[config.mk]
export PLATFORM = sky130hd
export DESIGN_NAME = premultiplied_over_straight_rgba
export DESIGN_NICKNAME = d
export VERILOG_FILES = /design/src/hdl/pobs_pkg.sv /design/src/hdl/pobs_lane.sv /design/src/hdl/premultiplied_over_straight_rgba.sv
export VERILOG_INCLUDE_DIRS = /design/src /design/src/hdl
export SDC_FILE = /design/constraint.sdc
export NUM_CORES = 2
export LEC_CHECK = 0
export ABC_AREA = 0
export BUFFER_PORTS_ARGS = -buffer_cell sky130_fd_sc_hd__buf_2
export CORE_MARGIN = 2
export CORE_UTILIZATION = 40
export DETAILED_ROUTE_END_ITERATION = 16
export REMOVE_ABC_BUFFERS = 1
export SLEW_MARGIN = 20
export SYNTH_ARGS = -nofsm -noshare
export SYNTH_HDL_FRONTEND = slang
export SYNTH_SLANG_ARGS = --single-unit
[constraint.sdc]
create_clock -name clock -period 11.6 [get_ports clock]
set_input_delay 1.16 -clock clock [delete_from_list [all_inputs] [get_ports clock]]
set_output_delay 1.16 -clock clock [all_outputs]
set_load 0.05 [all_outputs]
[src/hdl/premultiplied_over_straight_rgba_assert.svh]
// Assertion macros for the pixel compositing block
`ifndef PREMULTIPLIED_OVER_STRAIGHT_RGBA_ASSERT_SVH
`define PREMULTIPLIED_OVER_STRAIGHT_RGBA_ASSERT_SVH

`ifndef SYNTHESIS
`define POBS_ASSERT_NEXT(lbl, clk, rst, pre, post) \
   lbl: assert property (@(posedge clk) disable iff (rst) (pre) |=> (post)) \
      else $error("pobs: next-cycle check failed");
`define POBS_ASSERT_NOW(lbl, clk, rst, pre, post) \
   lbl: assert property (@(posedge clk) disable iff (rst) (pre) |-> (post)) \
      else $error("pobs: same-cycle check failed");
`else
`define POBS_ASSERT_NEXT(lbl, clk, rst, pre, post)
`define POBS_ASSERT_NOW(lbl, clk, rst, pre, post)
`endif

`endif

[src/hdl/pobs_pkg.sv]
package pobs_pkg;

   localparam int CHAN_W    = 8;
   localparam int NUM_LANES = 3;
   localparam int W_W       = 16;
   localparam int NUM_W     = 25;
   localparam int DEN_W     = 17;
   // saturation check plus one step per quotient bit
   localparam int DIV_STEPS = CHAN_W + 1;
   // numerator register plus divider steps
   localparam int LANE_LAT  = DIV_STEPS + 1;

   typedef enum logic [1:0] {
      MODE_UNPREMUL,
      MODE_COPY_DST,
      MODE_OVER
   } mode_type;

   typedef struct packed {
      mode_type            mode;
      logic [CHAN_W-1:0]   src_alpha;
      logic [CHAN_W-1:0]   dst_red;
      logic [CHAN_W-1:0]   dst_green;
      logic [CHAN_W-1:0]   dst_blue;
      logic [CHAN_W-1:0]   dst_alpha;
      logic [CHAN_W-1:0]   over_alpha;
      logic                last;
   } side_type;

   // floor(x / 255) for x up to 255 * 255
   function automatic logic [CHAN_W-1:0] div255(input logic [W_W-1:0] x);
      logic [W_W:0] t;
      t = (W_W+1)'(x) + (W_W+1)'(x >> 8) + (W_W+1)'(1);
      return t[W_W-1:8];
   endfunction

endpackage

[src/hdl/pobs_lane.sv]
module pobs_lane
   import pobs_pkg::*;
(
   input  logic              clock,
   input  logic [CHAN_W-1:0] src_c,
   input  logic [CHAN_W-1:0] dst_c,
   input  logic [CHAN_W-1:0] src_alpha,
   input  logic [W_W-1:0]    weight,
   input  logic [DEN_W-1:0]  divisor,
   input  logic              over_mode,
   output logic [CHAN_W-1:0] quotient
);

   logic [NUM_W-1:0]  num_ff;
   logic [DEN_W-1:0]  den_ff;
   logic [NUM_W-1:0]  rem_ff [DIV_STEPS];
   logic [DEN_W-1:0]  dsr_ff [DIV_STEPS];
   logic [CHAN_W-1:0] quo_ff [DIV_STEPS];
   logic              sat_ff [DIV_STEPS];
   logic [NUM_W-1:0]  rem_in [DIV_STEPS];
   logic [CHAN_W-1:0] quo_in [DIV_STEPS];
   logic [NUM_W-1:0]  trial  [DIV_STEPS];

   // form numerator and divisor
   always_ff @(posedge clock) begin
      if (over_mode) begin
         num_ff <= NUM_W'(src_c) * NUM_W'(65025) + NUM_W'(weight) * NUM_W'(dst_c);
         den_ff <= divisor;
      end else begin
         num_ff <= NUM_W'(src_c) * NUM_W'(255);
         den_ff <= DEN_W'(src_alpha);
      end
   end

   // one restoring step per stage after the saturation stage, most significant bit first
   always_comb begin
      rem_in[0] = num_ff;
      quo_in[0] = '0;
      trial[0]  = NUM_W'(den_ff) << CHAN_W;
      for (int i = 1; i < DIV_STEPS; i++) begin
         trial[i]  = NUM_W'(dsr_ff[i-1]) << (DIV_STEPS - 1 - i);
         rem_in[i] = rem_ff[i-1];
         quo_in[i] = quo_ff[i-1];
         if (rem_ff[i-1] >= trial[i]) begin
            rem_in[i] = rem_ff[i-1] - trial[i];
            quo_in[i][DIV_STEPS-1-i] = 1'b1;
         end
      end
   end

   // advance the divider stages
   always_ff @(posedge clock) begin
      rem_ff[0] <= rem_in[0];
      quo_ff[0] <= quo_in[0];
      dsr_ff[0] <= den_ff;
      sat_ff[0] <= (num_ff >= trial[0]);
      for (int i = 1; i < DIV_STEPS; i++) begin
         rem_ff[i] <= rem_in[i];
         quo_ff[i] <= quo_in[i];
         dsr_ff[i] <= dsr_ff[i-1];
         sat_ff[i] <= sat_ff[i-1];
      end
   end

   assign quotient = sat_ff[DIV_STEPS-1] ? {CHAN_W{1'b1}} : quo_ff[DIV_STEPS-1];

endmodule

[src/hdl/premultiplied_over_straight_rgba.sv]
// A result passes the capture registers, the lane numerator register, the divider stages and the output register.
// Throughput: one pixel per cycle; busy is high only during reset.
// Three channel lanes each hold a numerator register and a 9-stage pipelined
// restoring divider.
// Reset clears the valid pipeline and sets blend_enable to 0.
// The receiver cannot stall; rsp_valid pulses for one cycle per result.
`include "premultiplied_over_straight_rgba_assert.svh"

module premultiplied_over_straight_rgba
   import pobs_pkg::*;
(
   input  logic              clock,
   input  logic              reset,
   input  logic              csr_valid,
   output logic              csr_ready,
   input  logic              csr_blend_enable,
   input  logic              req_start,
   output logic              busy,
   input  logic [CHAN_W-1:0] req_src_red,
   input  logic [CHAN_W-1:0] req_src_green,
   input  logic [CHAN_W-1:0] req_src_blue,
   input  logic [CHAN_W-1:0] req_src_alpha,
   input  logic [CHAN_W-1:0] req_dst_red,
   input  logic [CHAN_W-1:0] req_dst_green,
   input  logic [CHAN_W-1:0] req_dst_blue,
   input  logic [CHAN_W-1:0] req_dst_alpha,
   input  logic              req_last_pixel,
   output logic              rsp_valid,
   output logic [CHAN_W-1:0] rsp_out_red,
   output logic [CHAN_W-1:0] rsp_out_green,
   output logic [CHAN_W-1:0] rsp_out_blue,
   output logic [CHAN_W-1:0] rsp_out_alpha,
   output logic              rsp_out_last
);

   logic              blend_ff;
   logic              accept;
   logic [CHAN_W-1:0] inv_sa;
   mode_type          mode_in;

   logic              s1_valid_ff;
   mode_type          s1_mode_ff;
   logic [CHAN_W-1:0] s1_src_ff [NUM_LANES];
   logic [CHAN_W-1:0] s1_dst_ff [NUM_LANES];
   logic [CHAN_W-1:0] s1_sa_ff;
   logic [CHAN_W-1:0] s1_da_ff;
   logic              s1_last_ff;
   logic [W_W-1:0]    w_ff;
   logic [W_W-1:0]    x_ff;

   logic [DEN_W-1:0]  den;
   side_type          side_in;
   side_type          side_ff [LANE_LAT];
   logic              vpipe_ff [LANE_LAT];
   logic [CHAN_W-1:0] quo [NUM_LANES];
   side_type          side_out;

   logic              rsp_valid_ff;
   logic [CHAN_W-1:0] red_ff, green_ff, blue_ff, alpha_ff;
   logic              last_ff;

   logic              out_go;
   logic              out_over;
   logic              out_clear;
   logic              rgb_zero;

   assign busy      = reset;
   assign accept    = req_start & ~busy;
   assign csr_ready = 1'b1;

   // hold the mode register
   always_ff @(posedge clock) begin
      if (reset) begin
         blend_ff <= 1'b0;
      end else if (csr_valid && csr_ready) begin
         blend_ff <= csr_blend_enable;
      end
   end

   // classify the pixel
   assign inv_sa = 8'hFF - req_src_alpha;
   always_comb begin
      if (!blend_ff || (req_src_alpha != '0 &&
          (req_dst_alpha == '0 || req_src_alpha == 8'hFF))) begin
         mode_in = MODE_UNPREMUL;
      end else if (req_src_alpha == '0) begin
         mode_in = MODE_COPY_DST;
      end else begin
         mode_in = MODE_OVER;
      end
   end

   // capture the transfer and form the weights
   always_ff @(posedge clock) begin
      if (reset) begin
         s1_valid_ff <= 1'b0;
      end else begin
         s1_valid_ff <= accept;
      end
   end

   always_ff @(posedge clock) begin
      s1_mode_ff   <= mode_in;
      s1_src_ff[0] <= req_src_red;
      s1_src_ff[1] <= req_src_green;
      s1_src_ff[2] <= req_src_blue;
      s1_dst_ff[0] <= req_dst_red;
      s1_dst_ff[1] <= req_dst_green;
      s1_dst_ff[2] <= req_dst_blue;
      s1_sa_ff     <= req_src_alpha;
      s1_da_ff     <= req_dst_alpha;
      s1_last_ff   <= req_last_pixel;
      w_ff         <= W_W'(inv_sa) * W_W'(req_dst_alpha);
      x_ff         <= W_W'(inv_sa) * W_W'(8'hFF - req_dst_alpha);
   end

   assign den = DEN_W'(s1_sa_ff) * DEN_W'(255) + DEN_W'(w_ff);

   always_comb begin
      side_in.mode       = s1_mode_ff;
      side_in.src_alpha  = s1_sa_ff;
      side_in.dst_red    = s1_dst_ff[0];
      side_in.dst_green  = s1_dst_ff[1];
      side_in.dst_blue   = s1_dst_ff[2];
      side_in.dst_alpha  = s1_da_ff;
      side_in.over_alpha = 8'hFF - div255(x_ff);
      side_in.last       = s1_last_ff;
   end

   // channel lanes
   for (genvar g = 0; g < NUM_LANES; g++) begin : g_lane
      pobs_lane u_lane (
         .clock     (clock),
         .src_c     (s1_src_ff[g]),
         .dst_c     (s1_dst_ff[g]),
         .src_alpha (s1_sa_ff),
         .weight    (w_ff),
         .divisor   (den),
         .over_mode (s1_mode_ff == MODE_OVER),
         .quotient  (quo[g])
      );
   end

   // delay sideband alongside the lanes
   always_ff @(posedge clock) begin
      if (reset) begin
         for (int i = 0; i < LANE_LAT; i++) vpipe_ff[i] <= 1'b0;
      end else begin
         vpipe_ff[0] <= s1_valid_ff;
         for (int i = 1; i < LANE_LAT; i++) vpipe_ff[i] <= vpipe_ff[i-1];
      end
   end

   always_ff @(posedge clock) begin
      side_ff[0] <= side_in;
      for (int i = 1; i < LANE_LAT; i++) side_ff[i] <= side_ff[i-1];
   end

   assign side_out = side_ff[LANE_LAT-1];

   // merge lane results into the output register
   always_ff @(posedge clock) begin
      if (reset) begin
         rsp_valid_ff <= 1'b0;
      end else begin
         rsp_valid_ff <= vpipe_ff[LANE_LAT-1];
      end
   end

   always_ff @(posedge clock) begin
      last_ff <= side_out.last;
      case (side_out.mode)
         MODE_COPY_DST: begin
            red_ff   <= side_out.dst_red;
            green_ff <= side_out.dst_green;
            blue_ff  <= side_out.dst_blue;
            alpha_ff <= side_out.dst_alpha;
         end
         MODE_OVER: begin
            red_ff   <= quo[0];
            green_ff <= quo[1];
            blue_ff  <= quo[2];
            alpha_ff <= side_out.over_alpha;
         end
         default: begin
            if (side_out.src_alpha == '0) begin
               red_ff   <= '0;
               green_ff <= '0;
               blue_ff  <= '0;
            end else begin
               red_ff   <= quo[0];
               green_ff <= quo[1];
               blue_ff  <= quo[2];
            end
            alpha_ff <= side_out.src_alpha;
         end
      endcase
   end

   assign rsp_valid     = rsp_valid_ff;
   assign rsp_out_red   = red_ff;
   assign rsp_out_green = green_ff;
   assign rsp_out_blue  = blue_ff;
   assign rsp_out_alpha = alpha_ff;
   assign rsp_out_last  = last_ff;

   // conditions watched by the checks below
   assign out_go    = vpipe_ff[LANE_LAT-1];
   assign out_over  = out_go && side_out.mode == MODE_OVER;
   assign out_clear = out_go && side_out.mode == MODE_UNPREMUL && side_out.src_alpha == '0;
   assign rgb_zero  = rsp_out_red == '0 && rsp_out_green == '0 && rsp_out_blue == '0;

   // over never lowers alpha below the source alpha
   `POBS_ASSERT_NEXT(a_over_alpha, clock, reset, out_over, rsp_out_alpha >= $past(side_out.src_alpha))
   // a transparent source converts to black
   `POBS_ASSERT_NEXT(a_zero_alpha, clock, reset, out_clear, rgb_zero)
   // every lane result leaves as one strobe
   `POBS_ASSERT_NEXT(a_strobe, clock, reset, out_go, rsp_valid)

endmodule

==> metrics.txt <==
# TYPE chip_impl_metric gauge
chip_impl_info{name="result_of_the_run",value="finished, final reports clean"} 1
chip_impl_metric{name="core_region_area",unit="sq um"} 217600
chip_impl_metric{name="gr-total-overflow",unit=""} 0
chip_impl_metric{name="drv_cap",unit=""} 0
chip_impl_metric{name="io_buffers",unit=""} 104
chip_impl_metric{name="h-tree-depth",unit=""} 4
chip_impl_metric{name="wire_per_inst",unit="microns"} 20.14
chip_impl_info{name="yosys.cell_count.top_type",value="sky130_fd_sc_hd__dfxtp_1"} 1
chip_impl_metric{name="via_count_of_the_first_global_routing_pass",unit=""} 61850
chip_impl_metric{name="crit_path_max_fanout",unit=""} 12
chip_impl_metric{name="asyncSetResetFlopFracSynth",unit=""} 0
chip_impl_metric{name="synth_largest_type_area_fraction",unit=""} 0.3695
chip_impl_info{name="cts_root_buffer",value="sky130_fd_sc_hd__clkbuf_16"} 1
chip_impl_metric{name="cts.reportedPaths.clkPinSlew",unit="ns"} 0.06
chip_impl_metric{name="std_cell_rows",unit=""} 171
chip_impl_info{name="critPathLaunchType",value="flop"} 1
chip_impl_metric{name="detailedRoute.firstIterationViolations",unit=""} 3349
chip_impl_metric{name="finalHoldViolations",unit=""} 0
chip_impl_info{name="synth_top_cells_by_count",value="sky130_fd_sc_hd__dfxtp_1 (1618), sky130_fd_sc_hd__inv_1 (1095), sky130_fd_sc_hd__ha_1 (966)"} 1
chip_impl_metric{name="max-clock-path-buffers",unit=""} 3
chip_impl_metric{name="num-nets-final",unit=""} 10590
chip_impl_metric{name="finalWorstPathRequiredPeriod",unit="ns"} 6.769
chip_impl_metric{name="timing.critical_path.required",unit="ns"} 12.25
chip_impl_info{name="timing_worst_setup_path_type",value="reg2reg"} 1
chip_impl_metric{name="cts_made_buffers",unit=""} 172
chip_impl_metric{name="die_area",unit="sq um"} 222900
chip_impl_info{name="cts_tree",value="done"} 1
chip_impl_metric{name="synth_enable_flop_cells",unit=""} 0
chip_impl_metric{name="fin_util",unit=""} 0.4490
chip_impl_metric{name="tns",unit="ns"} 0
chip_impl_metric{name="final_estimated_routing_congestion_in_global_placement",unit=""} 0.9077
chip_impl_metric{name="initial_core_utilization",unit=""} 0.4029
chip_impl_metric{name="syn_area",unit="sq um"} 87660
chip_impl_metric{name="cts_hold_fix_bufs",unit=""} 0
chip_impl_metric{name="critPathArrivalTime",unit="ns"} 7.42
chip_impl_metric{name="max_freq",unit="MHz"} 147.7
chip_impl_metric{name="final_layout_size_suffix_gt1_frac",unit=""} 0.06512
chip_impl_metric{name="drtAntennaViolNets",unit=""} 0
chip_impl_metric{name="ff2ff_setup_slack",unit="ns"} 4.83
chip_impl_metric{name="postSynthCellCount",unit=""} 8777
chip_impl_metric{name="setup_viol",unit=""} 0
chip_impl_metric{name="synth_warnings",unit=""} 0
chip_impl_metric{name="numClockSinks",unit=""} 1618
chip_impl_metric{name="route.final.wire_length",unit="microns"} 240000
chip_impl_metric{name="clk-insertion-delay-late",unit="ns"} 0.86
chip_impl_metric{name="syn_avg_cell_area",unit="sq um"} 9.988
chip_impl_metric{name="finalCritPeriodShare",unit=""} 0.5836
chip_impl_metric{name="viasPerCell",unit=""} 5.077
chip_impl_metric{name="area_delta_synth_final",unit="%"} 11.45
chip_impl_metric{name="ys_seq_area_frac",unit=""} 0.3695
chip_impl_metric{name="drt_drc_violations_left",unit=""} 0
chip_impl_metric{name="transition_time_at_the_pin_with_the_least_slew_margin",unit="ns"} 1.048
chip_impl_metric{name="io_pins",unit=""} 106
chip_impl_metric{name="synth.ff_latch_count",unit=""} 1618
chip_impl_metric{name="final-max-slew-violation-count",unit=""} 0
chip_impl_info{name="hold_class",value="reg2reg"} 1
chip_impl_info{name="synth-main-ff-cell",value="sky130_fd_sc_hd__dfxtp_1"} 1
chip_impl_metric{name="vias",unit=""} 60510
chip_impl_metric{name="detailedRoute.firstPassIterationCount",unit=""} 5
chip_impl_metric{name="wire_length_of_the_first_global_routing_pass",unit="microns"} 367300
chip_impl_metric{name="die_width",unit="microns"} 472.1
chip_impl_metric{name="number_of_post_cts_setup_repair_buffers",unit=""} 0
chip_impl_metric{name="ctsResizeCount",unit=""} 0
chip_impl_metric{name="global_route.usage.total",unit=""} 0.2144
chip_impl_info{name="grt_setup_unrepaired",value="false"} 1
chip_impl_info{name="netlist_top_cells_area",value="sky130_fd_sc_hd__dfxtp_1 (37%), sky130_fd_sc_hd__fa_1 (15%), sky130_fd_sc_hd__ha_1 (14%)"} 1
chip_impl_metric{name="grt_start_max_net_pins",unit=""} 68
chip_impl_metric{name="skew",unit="ns"} 0.07080
chip_impl_metric{name="post_synth_num_cell_types",unit=""} 91
chip_impl_metric{name="dieHeight",unit="microns"} 472.1
chip_impl_metric{name="timing.max_slew.rel_slack",unit=""} 0.3011
chip_impl_info{name="cp-end-kind",value="flop"} 1
chip_impl_metric{name="hpwlAfterDp",unit="microns"} 194300
chip_impl_metric{name="number_of_antenna_violations_at_the_first_check_in_global_routing",unit=""} 12
chip_impl_info{name="synth_largest_area_cell",value="sky130_fd_sc_hd__dfxtp_1"} 1
-- critical path: stages (launching register included) --
cell and delay [ns]:
sky130_fd_sc_hd__dfxtp_1 0.69, sky130_fd_sc_hd__inv_1 0.37, sky130_fd_sc_hd__fa_1 0.62, sky130_fd_sc_hd__inv_1 0.05, sky130_fd_sc_hd__fa_1 0.49, sky130_fd_sc_hd__inv_1 0.06
sky130_fd_sc_hd__fa_1 0.54, sky130_fd_sc_hd__inv_1 0.05, sky130_fd_sc_hd__fa_1 0.47, sky130_fd_sc_hd__inv_1 0.06, sky130_fd_sc_hd__fa_1 0.48, sky130_fd_sc_hd__inv_1 0.04
sky130_fd_sc_hd__ha_1 0.27, sky130_fd_sc_hd__ha_1 0.34, sky130_fd_sc_hd__nand2_1 0.09, sky130_fd_sc_hd__nor3_1 0.14, sky130_fd_sc_hd__a211oi_1 0.11, sky130_fd_sc_hd__a2111oi_0 0.73
sky130_fd_sc_hd__nor2_1 0.17, sky130_fd_sc_hd__o21ai_0 0.44, sky130_fd_sc_hd__a311oi_1 0.18, sky130_fd_sc_hd__xor2_1 0.18, sky130_fd_sc_hd__nor2_1 0.05
-- layer usage --
metal	up-vias	global-route usage	routed length (microns)
met3	413	0.02634	8698
met2	1305	0.3748	117700
met4	0	0.09572	11300
met5	-	0	0
met1	29280	0.2637	102300
li1	29510	-	-
-- flip-flops by register name, summed over array words and instances (netlist names), 17 cells and up --
register / count
g_lane.u_lane.rem_ff: 600
s1_src_ff: 24
g_lane.u_lane.dsr_ff: 136
g_lane.u_lane.sat_ff: 27
side_ff: 510
g_lane.u_lane.den_ff: 17
s1_dst_ff: 24
g_lane.u_lane.quo_ff: 108
g_lane.u_lane.num_ff: 75
-- kinds of logic (layout without fill, tap and decap cells) --
family | Yosys count | count (layout) | share of synthesized area
buf+inv | 1280 | 1563 | 0.05531
fa+ha+maj | 1607 | 1607 | 0.2843
compound gates | 1543 | 1543 | 0.1111
flops | 1618 | 1618 | 0.3695
xor+xnor | 460 | 460 | 0.04596
other cells | 1 | 5 | 0.00004278
simple gates | 2189 | 2189 | 0.1239
mux | 79 | 79 | 0.009905
-- per-stage QoR --
step / worst slack (ns) / cell area, sq um / hold slack [ns] / std cells
final: 4.831 / 97700 / 0.2894 / 11920
after global routing: 4.305 / 97690 / 0.2972 / 11920
after CTS: 4.831 / 97690 / 0.2902 / 11910
after detailed placement: 4.832 / 91430 / 0.3121 / 11600
after global placement: 4.834 / 91430 / 0.3097 / 11600
after floorplan: 5.506 / 86940 / 0.3096 / 8595
-- final timing paths --
check	to	cells after the start	start
worst min register to register	side_ff[8][39]	0	side_ff[7][39]
worst min-delay path	side_ff[8][39]	0	side_ff[7][39]
worst max register to register	g_lane[0].u_lane.num_ff[23]	22	s1_src_ff[0][7]
worst max-delay path	g_lane[0].u_lane.num_ff[23]	22	s1_src_ff[0][7]
-- area by class of cell --
class / instances / area, sq um
fill: 20470 / 119900
multi-input combinational: 5879 / 50500
sequential: 1618 / 32390
clock buffer: 221 / 4718
inverter: 1098 / 4121
tap: 2854 / 3571
clock inverter: 96 / 1539
timing repair buffer: 148 / 850.8
antenna: 4 / 10.01
-- placed cells by master, fill, tap and decap left out, types with 47 or more instances in the layout --
| cell | n |
|---|---|
| sky130_fd_sc_hd__and2_1 | 268 |
| sky130_fd_sc_hd__o21a_1 | 87 |
| sky130_fd_sc_hd__a21oi_1 | 413 |
| sky130_fd_sc_hd__a21o_1 | 174 |
| sky130_fd_sc_hd__dfxtp_1 | 1618 |
| sky130_fd_sc_hd__nor3_1 | 122 |
| sky130_fd_sc_hd__inv_1 | 1095 |
| sky130_fd_sc_hd__mux2_2 | 54 |
| sky130_fd_sc_hd__nor4_1 | 55 |
| sky130_fd_sc_hd__nand2_1 | 655 |
| sky130_fd_sc_hd__buf_2 | 104 |
| sky130_fd_sc_hd__or2_2 | 48 |
| sky130_fd_sc_hd__a211oi_1 | 47 |
| sky130_fd_sc_hd__nand2b_1 | 117 |
| sky130_fd_sc_hd__clkbuf_16 | 172 |
| sky130_fd_sc_hd__xnor2_1 | 242 |
| sky130_fd_sc_hd__fa_1 | 641 |
| sky130_fd_sc_hd__o31ai_1 | 50 |
| sky130_fd_sc_hd__nor2_1 | 443 |
| sky130_fd_sc_hd__ha_1 | 966 |
| sky130_fd_sc_hd__xor2_1 | 218 |
| sky130_fd_sc_hd__o21ai_0 | 438 |
| sky130_fd_sc_hd__nor2b_1 | 134 |
| sky130_fd_sc_hd__nand3_1 | 91 |
| sky130_fd_sc_hd__nand4_1 | 75 |
Power is left out: the tool's default activity adds up to more than one toggle a clock period on the data nets, which glitch-free logic cannot reach.
